===== src/lrast_pkg.sv =====
// Shared types and constants of the line rasterizer.
package lrast_pkg;

    localparam int COORD_W     = 6;
    localparam int IN_W        = 8;
    localparam int CHAR_W      = 8;
    localparam int DIM_W       = 7;
    localparam int ERR_W       = 9;
    localparam int CFG_IDX_W   = 1;
    localparam int MAX_DIM_DEF = 64;

    localparam logic [DIM_W-1:0] DIM_RESET = 7'd64;

    localparam logic [CFG_IDX_W-1:0] REG_CANVAS_WIDTH  = 1'd0;
    localparam logic [CFG_IDX_W-1:0] REG_CANVAS_HEIGHT = 1'd1;

    typedef enum logic [1:0] {
        ST_IDLE,
        ST_ORDER,
        ST_INIT,
        ST_RUN
    } state_t;

    typedef struct packed {
        logic load;
        logic order;
        logic init;
        logic step;
    } core_ctrl_t;

    typedef struct packed {
        logic [COORD_W-1:0] px;
        logic [COORD_W-1:0] py;
        logic               last;
    } core_stat_t;

endpackage


===== src/lrast_ifs.sv =====
// Valid/ready channel interfaces of the line rasterizer.
interface lrast_cmd_if;
    logic                                valid;
    logic                                ready;
    logic signed [lrast_pkg::IN_W-1:0]   start_x;
    logic signed [lrast_pkg::IN_W-1:0]   start_y;
    logic signed [lrast_pkg::IN_W-1:0]   end_x;
    logic signed [lrast_pkg::IN_W-1:0]   end_y;
    logic        [lrast_pkg::CHAR_W-1:0] fill_char;

    modport source (output valid, start_x, start_y, end_x, end_y, fill_char, input ready);
    modport sink   (input valid, start_x, start_y, end_x, end_y, fill_char, output ready);
endinterface

interface lrast_pix_if;
    logic                                valid;
    logic                                ready;
    logic [lrast_pkg::COORD_W-1:0]       pixel_x;
    logic [lrast_pkg::COORD_W-1:0]       pixel_y;
    logic [lrast_pkg::CHAR_W-1:0]        pixel_char;
    logic                                last_pixel;

    modport source (output valid, pixel_x, pixel_y, pixel_char, last_pixel, input ready);
    modport sink   (input valid, pixel_x, pixel_y, pixel_char, last_pixel, output ready);
endinterface

interface lrast_cfg_if;
    logic                                valid;
    logic                                ready;
    logic [lrast_pkg::CFG_IDX_W-1:0]     index;
    logic [lrast_pkg::DIM_W-1:0]         data;

    modport source (output valid, index, data, input ready);
    modport sink   (input valid, index, data, output ready);
endinterface


===== src/lrast_core.sv =====
// Bresenham stepping datapath: ordering, error init and per-pixel step.
module lrast_core (
    input  logic                          clk,
    input  lrast_pkg::core_ctrl_t         ctrl,
    input  logic [lrast_pkg::COORD_W-1:0] x1,
    input  logic [lrast_pkg::COORD_W-1:0] y1,
    input  logic [lrast_pkg::COORD_W-1:0] x2,
    input  logic [lrast_pkg::COORD_W-1:0] y2,
    output lrast_pkg::core_stat_t         stat
);

    localparam int CW = lrast_pkg::COORD_W;
    localparam int EW = lrast_pkg::ERR_W;

    logic [CW-1:0]        x1_reg, y1_reg, x2_reg, y2_reg;
    logic [CW-1:0]        a_reg, end_reg, b_reg, dmin_reg, dmaj_reg;
    logic                 steep_reg, dir_neg_reg;
    logic signed [EW-1:0] err_reg, inc_pos_reg;

    logic [CW-1:0]        adx, ady;
    logic                 steep, swap;
    logic [CW-1:0]        maj1, maj2, min1, min2;
    logic signed [EW-1:0] op_a, op_b, sum;
    logic signed [EW-1:0] dmin2, dmaj2;
    logic                 err_pos;

    // Endpoint ordering and major/minor selection
    always_comb
    begin
        adx   = (x2_reg >= x1_reg) ? x2_reg - x1_reg : x1_reg - x2_reg;
        ady   = (y2_reg >= y1_reg) ? y2_reg - y1_reg : y1_reg - y2_reg;
        steep = (ady >= adx);
        swap  = steep ? (y1_reg > y2_reg) : (x1_reg > x2_reg);
        if (steep)
        begin
            maj1 = swap ? y2_reg : y1_reg;
            maj2 = swap ? y1_reg : y2_reg;
            min1 = swap ? x2_reg : x1_reg;
            min2 = swap ? x1_reg : x2_reg;
        end
        else
        begin
            maj1 = swap ? x2_reg : x1_reg;
            maj2 = swap ? x1_reg : x2_reg;
            min1 = swap ? y2_reg : y1_reg;
            min2 = swap ? y1_reg : y2_reg;
        end
    end

    // Shared error adder: initial value during INIT, update during RUN
    always_comb
    begin
        dmin2   = signed'({2'b00, dmin_reg, 1'b0});
        dmaj2   = signed'({2'b00, dmaj_reg, 1'b0});
        err_pos = !err_reg[EW-1] && (|err_reg);
        if (ctrl.init)
        begin
            op_a = dmin2;
            op_b = -signed'({3'b000, dmaj_reg});
        end
        else
        begin
            op_a = err_reg;
            op_b = err_pos ? inc_pos_reg : dmin2;
        end
        sum = op_a + op_b;
    end

    always_ff @(posedge clk)
    begin
        if (ctrl.load)
        begin
            x1_reg <= x1;
            y1_reg <= y1;
            x2_reg <= x2;
            y2_reg <= y2;
        end
        if (ctrl.order)
        begin
            steep_reg   <= steep;
            a_reg       <= maj1;
            end_reg     <= maj2;
            b_reg       <= min1;
            dmaj_reg    <= maj2 - maj1;
            dir_neg_reg <= (min2 < min1);
            dmin_reg    <= (min2 < min1) ? min1 - min2 : min2 - min1;
        end
        if (ctrl.init)
        begin
            err_reg     <= sum;
            inc_pos_reg <= dmin2 - dmaj2;
        end
        if (ctrl.step)
        begin
            a_reg   <= a_reg + 1'b1;
            err_reg <= sum;
            if (err_pos)
                b_reg <= dir_neg_reg ? b_reg - 1'b1 : b_reg + 1'b1;
        end
    end

    assign stat.px   = steep_reg ? b_reg : a_reg;
    assign stat.py   = steep_reg ? a_reg : b_reg;
    assign stat.last = (a_reg == end_reg);

endmodule


===== src/line_rasterizer_unit.sv =====
// Top level of the line rasterizer: command intake, canvas registers, pixel output.
//
// The block turns one line command into a stream of pixel words, one word per
// pixel of an integer Bresenham line, with last_pixel set on the final word. A
// command with any endpoint off the canvas (negative, or at or above the canvas
// width or height, where a size above MAX_DIM counts as MAX_DIM) is taken and
// produces no words. An accepted line of N pixels (N up to MAX_DIM) is taken in
// IDLE, then ORDER orders the endpoints and picks the major axis, INIT seeds the
// error term, and RUN steps the pixels through the single shared error adder,
// advancing only while the output slot is free. The command side stays not ready
// until the last pixel has been handed to the output register; the next command is
// taken while that last word still waits on the output. The output register
// lets a stalled sink hold the line without losing words. Canvas registers are
// written through the config channel, which is always ready; index 0 is the
// width, index 1 the height, both reset to 64.
module line_rasterizer_unit #(
    parameter int MAX_DIM = lrast_pkg::MAX_DIM_DEF
) (
    input logic         clk,
    input logic         rst_n,
    lrast_cmd_if.sink   cmd,
    lrast_pix_if.source pix,
    lrast_cfg_if.sink   cfg
);

    localparam int CW = lrast_pkg::COORD_W;
    localparam int DW = lrast_pkg::DIM_W;
    localparam logic [DW-1:0] MAX_DIM_V = DW'(MAX_DIM);

    lrast_pkg::state_t     state_reg, state_next;
    lrast_pkg::core_ctrl_t ctrl;
    lrast_pkg::core_stat_t stat;

    logic [DW-1:0]                  width_reg, height_reg;
    logic [DW-1:0]                  w_eff, h_eff;
    logic                           in_range;
    logic                           out_valid_reg, out_valid_next;
    logic [CW-1:0]                  px_reg, py_reg;
    logic                           last_reg;
    logic [lrast_pkg::CHAR_W-1:0]   char_reg, out_char_reg;
    logic                           slot_free;
    logic                           emit;

    // Clamp canvas size to MAX_DIM, then check all four coordinates
    assign w_eff = (width_reg  > MAX_DIM_V) ? MAX_DIM_V : width_reg;
    assign h_eff = (height_reg > MAX_DIM_V) ? MAX_DIM_V : height_reg;

    assign in_range = !cmd.start_x[7] && (cmd.start_x[DW-1:0] < w_eff) &&
                      !cmd.end_x[7]   && (cmd.end_x[DW-1:0]   < w_eff) &&
                      !cmd.start_y[7] && (cmd.start_y[DW-1:0] < h_eff) &&
                      !cmd.end_y[7]   && (cmd.end_y[DW-1:0]   < h_eff);

    // Output slot is free when empty or drained this cycle
    assign slot_free = !out_valid_reg || pix.ready;

    // Config registers
    assign cfg.ready = 1'b1;

    always_ff @(posedge clk or negedge rst_n)
    begin
        if (!rst_n)
        begin
            width_reg  <= lrast_pkg::DIM_RESET;
            height_reg <= lrast_pkg::DIM_RESET;
        end
        else if (cfg.valid)
        begin
            unique case (cfg.index)
                lrast_pkg::REG_CANVAS_WIDTH:  width_reg  <= cfg.data;
                lrast_pkg::REG_CANVAS_HEIGHT: height_reg <= cfg.data;
                default: ;
            endcase
        end
    end

    // Sequencer: take command, order endpoints, seed error, step pixels
    always_comb
    begin
        state_next = state_reg;
        ctrl       = '0;
        cmd.ready  = 1'b0;
        emit       = 1'b0;
        unique case (state_reg)
            lrast_pkg::ST_IDLE:
            begin
                cmd.ready = 1'b1;
                if (cmd.valid && in_range)
                begin
                    ctrl.load  = 1'b1;
                    state_next = lrast_pkg::ST_ORDER;
                end
            end
            lrast_pkg::ST_ORDER:
            begin
                ctrl.order = 1'b1;
                state_next = lrast_pkg::ST_INIT;
            end
            lrast_pkg::ST_INIT:
            begin
                ctrl.init  = 1'b1;
                state_next = lrast_pkg::ST_RUN;
            end
            lrast_pkg::ST_RUN:
            begin
                // Advance only when the output word can be replaced
                if (slot_free)
                begin
                    emit      = 1'b1;
                    ctrl.step = 1'b1;
                    if (stat.last)
                        state_next = lrast_pkg::ST_IDLE;
                end
            end
            default:
                state_next = lrast_pkg::ST_IDLE;
        endcase
    end

    always_ff @(posedge clk or negedge rst_n)
    begin
        if (!rst_n)
            state_reg <= lrast_pkg::ST_IDLE;
        else
            state_reg <= state_next;
    end

    // Hold the word while stalled, drop it once taken
    always_comb
    begin
        if (emit)
            out_valid_next = 1'b1;
        else if (pix.ready)
            out_valid_next = 1'b0;
        else
            out_valid_next = out_valid_reg;
    end

    always_ff @(posedge clk or negedge rst_n)
    begin
        if (!rst_n)
            out_valid_reg <= 1'b0;
        else
            out_valid_reg <= out_valid_next;
    end

    always_ff @(posedge clk)
    begin
        if (ctrl.load)
            char_reg <= cmd.fill_char;
        if (emit)
        begin
            px_reg       <= stat.px;
            py_reg       <= stat.py;
            last_reg     <= stat.last;
            out_char_reg <= char_reg;
        end
    end

    lrast_core u_core (
        .clk  (clk),
        .ctrl (ctrl),
        .x1   (cmd.start_x[CW-1:0]),
        .y1   (cmd.start_y[CW-1:0]),
        .x2   (cmd.end_x[CW-1:0]),
        .y2   (cmd.end_y[CW-1:0]),
        .stat (stat)
    );

    assign pix.valid      = out_valid_reg;
    assign pix.pixel_x    = px_reg;
    assign pix.pixel_y    = py_reg;
    assign pix.pixel_char = out_char_reg;
    assign pix.last_pixel = last_reg;

endmodule


===== src/flat_wrapper.sv =====
// flat-port wrapper written by rule: the top's interface ports become plain ports
module line_rasterizer_unit_flat 
#(
    parameter int MAX_DIM = lrast_pkg::MAX_DIM_DEF
)
  (clk, rst_n, cmd_valid, cmd_start_x, cmd_start_y, cmd_end_x, cmd_end_y, cmd_fill_char, cmd_ready, pix_valid, pix_pixel_x, pix_pixel_y, pix_pixel_char, pix_last_pixel, pix_ready, cfg_valid, cfg_index, cfg_data, cfg_ready);
  lrast_cmd_if cmd_i ();
  lrast_pix_if pix_i ();
  lrast_cfg_if cfg_i ();
  input logic clk;
  input logic rst_n;
  input wire logic [$bits(cmd_i.valid)-1:0] cmd_valid;
  input wire logic [$bits(cmd_i.start_x)-1:0] cmd_start_x;
  input wire logic [$bits(cmd_i.start_y)-1:0] cmd_start_y;
  input wire logic [$bits(cmd_i.end_x)-1:0] cmd_end_x;
  input wire logic [$bits(cmd_i.end_y)-1:0] cmd_end_y;
  input wire logic [$bits(cmd_i.fill_char)-1:0] cmd_fill_char;
  output wire logic [$bits(cmd_i.ready)-1:0] cmd_ready;
  output wire logic [$bits(pix_i.valid)-1:0] pix_valid;
  output wire logic [$bits(pix_i.pixel_x)-1:0] pix_pixel_x;
  output wire logic [$bits(pix_i.pixel_y)-1:0] pix_pixel_y;
  output wire logic [$bits(pix_i.pixel_char)-1:0] pix_pixel_char;
  output wire logic [$bits(pix_i.last_pixel)-1:0] pix_last_pixel;
  input wire logic [$bits(pix_i.ready)-1:0] pix_ready;
  input wire logic [$bits(cfg_i.valid)-1:0] cfg_valid;
  input wire logic [$bits(cfg_i.index)-1:0] cfg_index;
  input wire logic [$bits(cfg_i.data)-1:0] cfg_data;
  output wire logic [$bits(cfg_i.ready)-1:0] cfg_ready;
  assign cmd_i.valid = cmd_valid;
  assign cmd_i.start_x = cmd_start_x;
  assign cmd_i.start_y = cmd_start_y;
  assign cmd_i.end_x = cmd_end_x;
  assign cmd_i.end_y = cmd_end_y;
  assign cmd_i.fill_char = cmd_fill_char;
  assign cmd_ready = cmd_i.ready;
  assign pix_valid = pix_i.valid;
  assign pix_pixel_x = pix_i.pixel_x;
  assign pix_pixel_y = pix_i.pixel_y;
  assign pix_pixel_char = pix_i.pixel_char;
  assign pix_last_pixel = pix_i.last_pixel;
  assign pix_i.ready = pix_ready;
  assign cfg_i.valid = cfg_valid;
  assign cfg_i.index = cfg_index;
  assign cfg_i.data = cfg_data;
  assign cfg_ready = cfg_i.ready;
  line_rasterizer_unit #(.MAX_DIM(MAX_DIM)) u_core (.clk(clk), .rst_n(rst_n), .cmd(cmd_i), .pix(pix_i), .cfg(cfg_i));
endmodule

===== config.mk =====
export PLATFORM = sky130hd
export DESIGN_NAME = line_rasterizer_unit_flat
export DESIGN_NICKNAME = d
export VERILOG_FILES = /design/src/lrast_pkg.sv /design/src/lrast_ifs.sv /design/src/lrast_core.sv /design/src/line_rasterizer_unit.sv /design/src/flat_wrapper.sv
export SDC_FILE = /design/constraint.sdc
export NUM_CORES = 1
export LEC_CHECK = 0
export ABC_AREA = 1
export BUFFER_PORTS_ARGS = -buffer_cell sky130_fd_sc_hd__buf_4
export CAP_MARGIN = 20
export CELL_PAD_IN_SITES_DETAIL_PLACEMENT = 1
export CELL_PAD_IN_SITES_GLOBAL_PLACEMENT = 2
export CORE_UTILIZATION = 40
export CTS_CLUSTER_SIZE = 12
export DETAILED_ROUTE_END_ITERATION = 6
export GPL_TIMING_DRIVEN = 0
export HOLD_SLACK_MARGIN = 0.08
export PLACE_DENSITY_LB_ADDON = 0.1
export SLEW_MARGIN = 20
export SYNTH_ARGS = -nofsm -noshare
export SYNTH_HDL_FRONTEND = slang
export SYNTH_SLANG_ARGS = --single-unit

===== constraint.sdc =====
create_clock -name clk -period 7.6 [get_ports clk]
set_input_delay 0.38 -clock clk [delete_from_list [all_inputs] [get_ports clk]]
set_output_delay 0.38 -clock clk [all_outputs]
set_load 0.02 [all_outputs]

==> impl_metrics.toml, run 1 <==
[critical_path]
timing.rr.end = "u_core.u_core.dmaj_reg[5]"
required_ns = 7.75
cp-start-kind = "flop"
cpLargestDelayFamily = "compound AO/OA/AOI/OAI gates"
worstSetupPathDepth = 30
path_class = "flop to flop"
startpoint = "u_core.u_core.y1_reg[5]"
worstPathArrival_ns = 6.09
path_buf_inv = 4
critPathSlowestCell = "edfxtp_1"
rr_startpoint = "u_core.u_core.y1_reg[5]"
crit_top_cell = "nand2_1"
cp-end-kind = "flop"
critPathCapture = "u_core.u_core.dmaj_reg[5]"
ff2ff_setup_slack_ns = 1.67
reg2reg_depth = 30
critical_path.max_stage_delay_ns = 0.49
crit_fanout = 10

[route]
routed_via_density = 5.03
drc = 0
wl_per_cell_um = 16.9
first_pass_iters = 7
ant_nets = 0
drt_iter0_markers = 248
via_count = 6880
drt_wl_total_um = 23100

[synthesis]
syn_nets = 1144
synth_top_area_share_pct = 33.8
synth_top_area_cell = "edfxtp_1"
ys_seq_elements = 118
yosys_warnings = 0
synth-edff-count = 95
synth_area_per_cell_um2 = 8.54
async_flop_share_pct = 14.4
synthCells = 988
ys_types = 44
mappedNetlistArea_um2 = 8430
synth_seq_area_share_pct = 40.3
synth_ff_type = "edfxtp_1"
yosys-top-cells-area = "edfxtp_1 34%, ha_1 14%, nand2_1 11%"

[cells_and_area]
regArea_um2 = 3400
multi_input_area_um2 = 4360
n_antenna_cell = 0
area_growth_pct = 18.1
layout_commonest_cell = "nand2_1"
n_fill_cell = 2453
nNetsFinal = 1241
drive_above_1_share_pct = 15.5
stdcell_area_um2 = 9960
finish.cell_count_without_fillers = 1368
final_cell_mix = "239 x nand2_1, 138 x inv_1, 95 x edfxtp_1, 93 x ha_1, 78 x buf_4"

[pwr]
max-vdd-ir-drop_mv = 0.152
p_per_area_nw_per_um2 = 302
p_leak_uw = 0.00467
power_uw = 3010

[cts]
cts_sinks = 118
cts_resized = 0
tritoncts = "built"
clock-root-buffer = "clkbuf_16"
h-tree-depth = 4
insertion_delay_ns = 0.42
cts.clk_slew.worst_paths_ns = 0.06
numCtsBuffers = 17
clk_path_buf_depth = 2

[sta]
fin_crit_ns = 5.93
worst_pin_slew_ns = 1.04
hold_slack_ns = 0.139
rsz0062_at_grt = "no"
hold_viol_final = 0
fin_worst_skew_ns = 0.00932
slew_headroom_pct = 30.6
slew_violations = 0
max_freq_mhz = 169
finalSetupViolCount = 0
post-route-period-util_pct = 78.1
tns_ns = 0

[global_route]
antenna_found_initial = 0
grt_first_pass_wirelength_um = 37200
grt_max_degree = 30
grt_use_total_pct = 22.3
first_global_vias = 7075
grt_overflow = 0

[floorplan]
io_pins = 77
floorplan.rows = 52
initial_core_util_pct = 41.3
core_um2 = 20400
die_y_um = 147
fp.dieW_um = 147
die_area_um2 = 21700

[place]
dp.cells = 1335
place_congestion = 0.851
place_area_um2 = 9390
hpwl_um = 18600
numPortBuffers = 75

[job]
cap_violations = 0

[min_path]
holdCritStartpoint = "cmd_fill_char[4]"
holdPathStages = 1
hold_class = "primary input to flop"

[status]
status = "finished clean"
## where the power goes
group / switching, µW / internal (µW) / leakage, µW
sequential: 104 / 963 / 0.00114
clock: 321 / 449 / 0.000282
combinational: 720 / 454 / 0.00325
total: 1140 / 1870 / 0.00467
## cell families after synthesis
family          synth area share [%]
simple gates                    19.6
compound gates                  12.0
buf+inv                         8.03
flops                           40.3
fa+ha+maj                       16.2
xor+xnor                        3.84
other cells                   0.0890
## cells in the mapped netlist, types with 3 or more instances
library cell / count
a21oi_1: 54
xor2_1: 30
o21ai_1: 19
dfxtp_1: 6
nor3_1: 3
fa_1: 10
a211oi_1: 3
buf_6: 4
nand3_2: 3
inv_1: 138
nand3_1: 63
buf_2: 4
dfrtp_1: 15
ha_1: 93
nand2_2: 13
o21a_1: 3
o221ai_1: 3
xnor2_1: 7
nand2_1: 239
o21ai_0: 66
a31oi_1: 5
nor2_1: 36
nand4_1: 7
clkbuf_1: 13
nor4_1: 3
buf_4: 3
inv_2: 5
or2_2: 7
o211ai_1: 4
o21ai_2: 13
edfxtp_1: 95
## how the worst min path moves through the flow
| stage | to | slack, ns |
|---|---|---|
| floorplan | u_core.height_reg[0] | 0.08 |
| global placement | u_core.pix.valid | 0.26 |
| detailed placement | u_core.pix.valid | 0.26 |
| CTS | u_core.char_reg[4] | 0.12 |
| global route | u_core.char_reg[0] | 0.12 |
| finish | u_core.char_reg[4] | 0.14 |
## routing by layer
metal | track usage [%] | vias up | wire length, µm | share of wire, %
li1 | - | 3482 | - | -
met2 | 38.4 | 94 | 11500 | 50
met4 | 6.96 | 0 | 414 | 1.8
met1 | 28.2 | 3278 | 10600 | 46
met5 | 0 | - | 0 | 0
met3 | 4.16 | 26 | 621 | 2.7
## what timing repair did
action | in CTS | in global routing
hold buffers | 1 | 0
hold endpoints to repair | 17 | 0
setup buffers | 0 | 0
## layout make-up
cell class,instances,area share (%)
Multi-Input combinational cell,702,43.8
Sequential cell,118,34.2
Timing Repair Buffer,78,6.23
Inverter,143,5.39
Clock buffer,20,4.70
Tap cell,270,3.39
Buffer,25,1.42
Clock inverter,12,0.880
## stage by stage
step                      utilization [%]  setup WS (ns)
after floorplan                         -           2.81
after global placement               45.7           1.71
after detailed placement             46.0           1.71
after CTS                            48.7           1.68
after global routing                 48.7           1.26
final                                48.7           1.67
No activity file was read; power rests on OpenSTA's default activity.
==> inputs of run 2 (changes only) <==
--- a/config.mk
+++ b/config.mk
@@ -10,7 +10,7 @@
 export CAP_MARGIN = 20
 export CELL_PAD_IN_SITES_DETAIL_PLACEMENT = 1
 export CELL_PAD_IN_SITES_GLOBAL_PLACEMENT = 2
-export CORE_UTILIZATION = 40
+export CORE_UTILIZATION = 37
 export CTS_CLUSTER_SIZE = 12
 export DETAILED_ROUTE_END_ITERATION = 6
 export GPL_TIMING_DRIVEN = 0
==> constraint.sdc (replaced) <==
create_clock -name clk -period 6 [get_ports clk]
set_input_delay 0.3 -clock clk [delete_from_list [all_inputs] [get_ports clk]]
set_output_delay 0.3 -clock clk [all_outputs]
set_load 0.02 [all_outputs]
==> run 2 against run 1 <==
  * Combinational power increased by 28%
  * Largest cell class unchanged
  * Power is 28% higher
  * Non-clock buffer count increased by 38
  * Utilization shrank 1.8 points
  * Critical endpoint is now u_core.u_core.dmin_reg[4]
  * Critical path depth increased by 3
  * Sequential power up 26%
  * Register-to-register slack worse by 1.3 ns
  * Clock power increased by 29%
==> impl_metrics.toml, run 2 (synthesis gave the netlist of run 1 again) <==
[status]
status = "finished clean"

[critical_path]
startpoint = "u_core.u_core.y2_reg[5]"
worstSetupPathDepth = 33
critical_path.max_stage_delay_ns = 0.52
cpLargestDelayFamily = "simple AND/OR/NAND/NOR gates"
timing.rr.end = "u_core.u_core.dmin_reg[4]"
ff2ff_setup_slack_ns = 0.40
cp-start-kind = "flop"
worstPathArrival_ns = 5.76
critPathCapture = "u_core.u_core.dmin_reg[4]"
crit_fanout = 10
rr_startpoint = "u_core.u_core.y2_reg[5]"
cp-end-kind = "flop"
path_buf_inv = 6
critPathSlowestCell = "edfxtp_1"
reg2reg_depth = 33
path_class = "flop to flop"
required_ns = 6.16

[sta]
max_freq_mhz = 179
slew_violations = 0
fin_crit_ns = 5.60
worst_slack_ns = 0.398
fin_worst_skew_ns = 0.00982
slew_headroom_pct = 47.8
post-route-period-util_pct = 93.4
worst_pin_slew_ns = 0.778
hold_viol_final = 0
finalSetupViolCount = 0

[cts]
cts.clk_slew.worst_paths_ns = 0.06
clk_path_buf_depth = 2
insertion_delay_ns = 0.42
clock-root-buffer = "clkbuf_16"
tritoncts = "built"
cts_sinks = 118
h-tree-depth = 4
numCtsBuffers = 17

[floorplan]
core_um2 = 22100
floorplan.rows = 54
io_pins = 77
die_area_um2 = 23400
initial_core_util_pct = 38.2
fp.dieW_um = 153
die_y_um = 153

[route]
via_count = 6974
drc = 0
ant_nets = 0
first_pass_iters = 4
wl_per_cell_um = 16.8
drt_iter0_markers = 270
drt_wl_total_um = 23900
routed_via_density = 4.93

[cells_and_area]
layout_commonest_cell = "nand2_1"
final_cell_mix = "238 x nand2_1, 137 x inv_1, 95 x edfxtp_1, 91 x ha_1, 84 x buf_4"
area_growth_pct = 23.0
nNetsFinal = 1279
fin_util_pct = 47.0
n_antenna_cell = 0
drive_above_1_share_pct = 16.2

[pwr]
p_per_area_nw_per_um2 = 370
p_leak_uw = 0.00484
max-vdd-ir-drop_mv = 0.182

[global_route]
grt_max_degree = 25
grt_use_total_pct = 21.5
grt_overflow = 0
grt_first_pass_wirelength_um = 39100
first_global_vias = 7439
antenna_found_initial = 0

[place]
numPortBuffers = 75
hpwl_um = 18900
pre_cts_slack_ns = 0.00522
place_congestion = 0.854

[min_path]
hold_class = "primary input to flop"

[job]
cap_violations = 0
run 2: changes by cell type in the layout (fill, tap and decap cells not counted), moves of 2 or more:
cell	delta
dlygate4sd3_1	+32
o21ai_2	+2
ha_2	+2
buf_4	+6
o21ai_0	-4
ha_1	-2
o21ai_1	+2
clkinv_4	-2
run 2: worst min-delay path by stage:
stage / startpoint / to / slack (ns) / cells past startpoint
2_1_floorplan: rst_n / u_core.height_reg[0] / 0.004 / 0
3_3_place_gp: rst_n / u_core.pix.valid / 0.18 / 1
3_5_place_dp: rst_n / u_core.pix.valid / 0.18 / 1
4_1_cts: cfg_data[6] / u_core.height_reg[6] / 0.11 / 3
5_1_grt: cfg_data[6] / u_core.height_reg[6] / 0.16 / 3
6_report: cfg_data[6] / u_core.height_reg[6] / 0.12 / 3
run 2: layout make-up:
type / count / area, µm²
fill: 2654 / 11700
multi-input combinational: 702 / 4400
sequential: 118 / 3400
timing repair buffer: 116 / 993
inverter: 143 / 537
clock buffer: 20 / 468
tap: 280 / 350
buffer: 25 / 144
clock inverter: 12 / 85.1
run 2: metrics by stage:
step / power, µW / instances / instance area, µm² / hold WS [ns] / TNS [ns]
3_5_place_dp: 2860 / 1345 / 9410 / 0.180 / 0
3_3_place_gp: 2800 / 1343 / 9350 / 0.180 / 0
5_1_grt: 4140 / 1416 / 10400 / 0.160 / -0.00284
6_report: 3840 / 1416 / 10400 / 0.124 / 0
4_1_cts: 3880 / 1410 / 10300 / 0.113 / 0
2_1_floorplan: 2400 / 988 / 8430 / 0.00441 / 0
run 2: power breakdown:
| group | total [µW] | switching, µW | leakage [µW] | internal [µW] |
|---|---|---|---|---|
| combinational | 1500 | 912 | 0.00342 | 590 |
| clock | 990 | 420 | 0.000283 | 570 |
| sequential | 1350 | 128 | 0.00114 | 1220 |
run 2: repair_timing:
item                                    4_1_cts  5_1_grt
buffers inserted                              0        6
hold endpoints to repair                     49        0
hold buffers                                 33        0
resized for setup                             1       12
endpoints found under the setup margin        1        7
run 2: per-layer routing:
metal | vias up | track usage [%] | part of all wire (%)
li1 | 3553 | - | -
met1 | 3286 | 27.8 | 47
met2 | 110 | 37.3 | 49
met3 | 25 | 3.12 | 2.6
met4 | 0 | 6.25 | 1.5
met5 | - | 0 | 0
run 2: tightest hold or removal path: stages:
cell and delay [ns]:
buf_4 0.11, inv_1 0.05, o21ai_0 0.08
==> inputs of run 3 (changes only) <==
--- a/config.mk
+++ b/config.mk
@@ -5,12 +5,11 @@
 export SDC_FILE = /design/constraint.sdc
 export NUM_CORES = 1
 export LEC_CHECK = 0
-export ABC_AREA = 1
 export BUFFER_PORTS_ARGS = -buffer_cell sky130_fd_sc_hd__buf_4
 export CAP_MARGIN = 20
 export CELL_PAD_IN_SITES_DETAIL_PLACEMENT = 1
 export CELL_PAD_IN_SITES_GLOBAL_PLACEMENT = 2
-export CORE_UTILIZATION = 37
+export CORE_UTILIZATION = 40
 export CTS_CLUSTER_SIZE = 12
 export DETAILED_ROUTE_END_ITERATION = 6
 export GPL_TIMING_DRIVEN = 0
@@ -19,4 +18,5 @@
 export SLEW_MARGIN = 20
 export SYNTH_ARGS = -nofsm -noshare
 export SYNTH_HDL_FRONTEND = slang
+export SYNTH_HIERARCHICAL = 1
 export SYNTH_SLANG_ARGS = --single-unit
==> run 3 against run 2 <==
  * The flow now finishes with violations (setup timing)
  * First-iteration DRC count increased by 1.1%
  * Cell area increased by 5.2%
  * Clock power decreased by 3.5%
  * Non-clock buffer count increased by 38
  * Clock skew increased by 0.0019 ns
  * Area after synthesis increased by 1.0%
  * Worst hold slack got worse by 0.026 ns
  * Maximum frequency decreased by 7.3%
  * Count of clock-buffer cells in the layout decreased by 1
  * Setup slack got worse by 0.44 ns
  * Global-route usage increased by 1.4 points
==> impl_metrics.toml, run 3 <==
[cts]
cts_sinks = 118
tritoncts = "built"
h-tree-depth = 4
cts.clk_slew.worst_paths_ns = 0.06
clock-root-buffer = "clkbuf_16"
clk_path_buf_depth = 2
insertion_delay_ns = 0.41
numCtsBuffers = 17

[sta]
fin_worst_skew_ns = 0.0117
fin_crit_ns = 6.04
rsz0062_at_grt = "yes"
post-route-period-util_pct = 101
tns_ns = -0.0407
max_freq_mhz = 166
worst_pin_slew_ns = 0.987
finalSetupViolCount = 1
hold_viol_final = 0
hold_slack_ns = 0.0978
slew_violations = 0
slew_headroom_pct = 34.2
worst_slack_ns = -0.0407

[route]
route.met2.wl_um = 12700
wl_per_cell_um = 19.3
routed_via_density = 5.34
first_pass_iters = 4
drc = 0
m1WireLength_um = 10400
dr_wl_met3_um = 635
highest_layer = "met4"
drt_wl_total_um = 24200
drt_iter0_markers = 273
ant_nets = 0
via_count = 6698

[cells_and_area]
n_fill_cell = 2322
area_growth_pct = 28.0
final_cell_mix = "124 x buf_4, 95 x edfxtp_1, 88 x ha_1, 60 x inv_1, 57 x nand2_1"
multi_input_area_um2 = 4920
finish.cell_count_without_fillers = 1254
regArea_um2 = 3400
drive_above_1_share_pct = 27.1
n_antenna_cell = 0
nNetsFinal = 1122
layout_commonest_cell = "buf_4"
stdcell_area_um2 = 10900

[critical_path]
rr_startpoint = "u_core/u_core/y2_reg[0]"
worstPathArrival_ns = 6.19
crit_fanout = 5
ff2ff_setup_slack_ns = -0.04
required_ns = 6.15
reg2reg_depth = 24
timing.rr.end = "u_core/u_core/dmin_reg[5]"
cp-end-kind = "flop"
cp-start-kind = "flop"
path_class = "flop to flop"

[synthesis]
syn_nets = 947
synth_ff_type = "edfxtp_1"
mappedNetlistArea_um2 = 8520
yosys-top-cells-area = "edfxtp_1 33%, ha_1 14%, mux2_2 5.8%"
yosys_warnings = 6
ys_seq_elements = 118
synth_area_per_cell_um2 = 10.8
synthCells = 791
async_flop_share_pct = 14.4
synth_most_common_cell = "edfxtp_1"
synth_top_area_cell = "edfxtp_1"
synth-edff-count = 95
synth_top_area_share_pct = 33.5
synth_seq_area_share_pct = 39.9
ys_types = 75
synth_commonest_cells = "95 x edfxtp_1, 93 x ha_1, 65 x inv_1"

[floorplan]
io_pins = 77
die_y_um = 148
initial_core_util_pct = 40.7
fp.dieW_um = 148
core_um2 = 21000
floorplan.rows = 53
die_area_um2 = 21900

[min_path]
hold_class = "primary input to flop"
holdCritStartpoint = "cmd_end_x[3]"
hold_end = "u_core/u_core/x2_reg[3]"
holdPathStages = 1

[status]
status = "finished with violations"
violations = "setup timing"

[global_route]
grt_use_total_pct = 23.0
first_global_vias = 7282
grt_first_pass_wirelength_um = 38500
grt_max_degree = 27
grt_overflow = 0
antenna_found_initial = 0

[pwr]
p_leak_uw = 0.00469
max-vdd-ir-drop_mv = 0.205
power_uw = 3830
p_per_area_nw_per_um2 = 351

[job]
cap_violations = 0

[place]
place_area_um2 = 9460
dp.cells = 1142
place_congestion = 0.837
numPortBuffers = 75
hpwl_um = 17900
## run 3: cell families (layout without fill, tap and decap cells)
group / after synthesis / count (layout) / synth area share (%)
flip-flops: 118 / 118 / 39.9
multiplexers: 96 / 96 / 12.1
adder cells (fa/ha/maj): 103 / 103 / 16.0
buffers and inverters: 89 / 277 / 4.61
AO/OA/AOI/OAI: 168 / 168 / 12.5
other: 2 / 2 / 0.0881
AND/OR/NAND/NOR: 174 / 174 / 10.6
XOR/XNOR: 41 / 41 / 4.21
## run 3: critical path, cell delays in order (launching register included)
cell and delay, ns:
edfxtp_1 0.46, inv_2 0.12, ha_4 0.13, inv_2 0.04, fa_2 0.36, a211oi_4 0.22
nor4_4 0.10, o41a_1 0.42, a221oi_4 0.35, o2111ai_2 0.14, nor3b_4 0.19, ha_1 0.28
o21a_1 0.12, o21a_1 0.10, a311o_1 0.34, buf_6 0.15, buf_4 0.15, mux2_2 0.38
fa_2 0.42, a21o_1 0.18, a221o_1 0.36, a21oi_4 0.22, mux2i_4 0.28, and3_4 0.21
nor4_2 0.04
## run 3: worst max-delay path by stage
stage / from / end / slack, ns / cells past startpoint
after floorplan: u_core/u_core/y2_reg[0] / u_core/u_core/dmin_reg[5] / 0.04 / 27
after global placement: u_core/u_core/y2_reg[0] / u_core/u_core/dmin_reg[5] / -0.85 / 27
after detailed placement: u_core/u_core/y2_reg[0] / u_core/u_core/dmin_reg[5] / -0.99 / 27
after CTS: u_core/u_core/y2_reg[0] / u_core/u_core/dmin_reg[5] / -0.02 / 27
after global routing: u_core/u_core/y1_reg[0] / u_core/u_core/dmin_reg[5] / -0.21 / 27
final: u_core/u_core/y2_reg[0] / u_core/u_core/dmin_reg[5] / -0.04 / 24
## run 3: repair_timing
action,in CTS,in global routing
endpoints found under the setup margin,7,6
endpoints found under the hold margin,48,0
gates resized for setup,38,17
buffers inserted,44,4
hold buffers,32,0
pin swaps,17,14
## run 3: where the power goes
group / switching (µW) / internal (µW)
clock network: 398 / 557
logic: 834 / 662
registers: 152 / 1230
## run 3: layout make-up
type                    instances  area share (%)
multi-input cells             584            45.1
flip-flops and latches        118            31.2
repair buffers                156            11.7
clock buffers                  19            4.16
well taps                     275            3.15
inverters                      66            2.27
plain buffers                  23            1.62
clock inverters                13           0.826
## run 3: layer usage
layer  vias up  GRT usage [%]
met2       114           41.9
met3        33           3.67
li1       3237              -
met4         0           7.58
met1      3314           27.3
met5         -              0
## run 3: per-stage QoR
stage,util [%],setup slack (ns)
2_1_floorplan,-,0.0419
3_3_place_gp,45.0,-0.851
3_5_place_dp,45.2,-0.989
4_1_cts,51.6,-0.0194
5_1_grt,52.1,-0.211
6_report,52.1,-0.0407
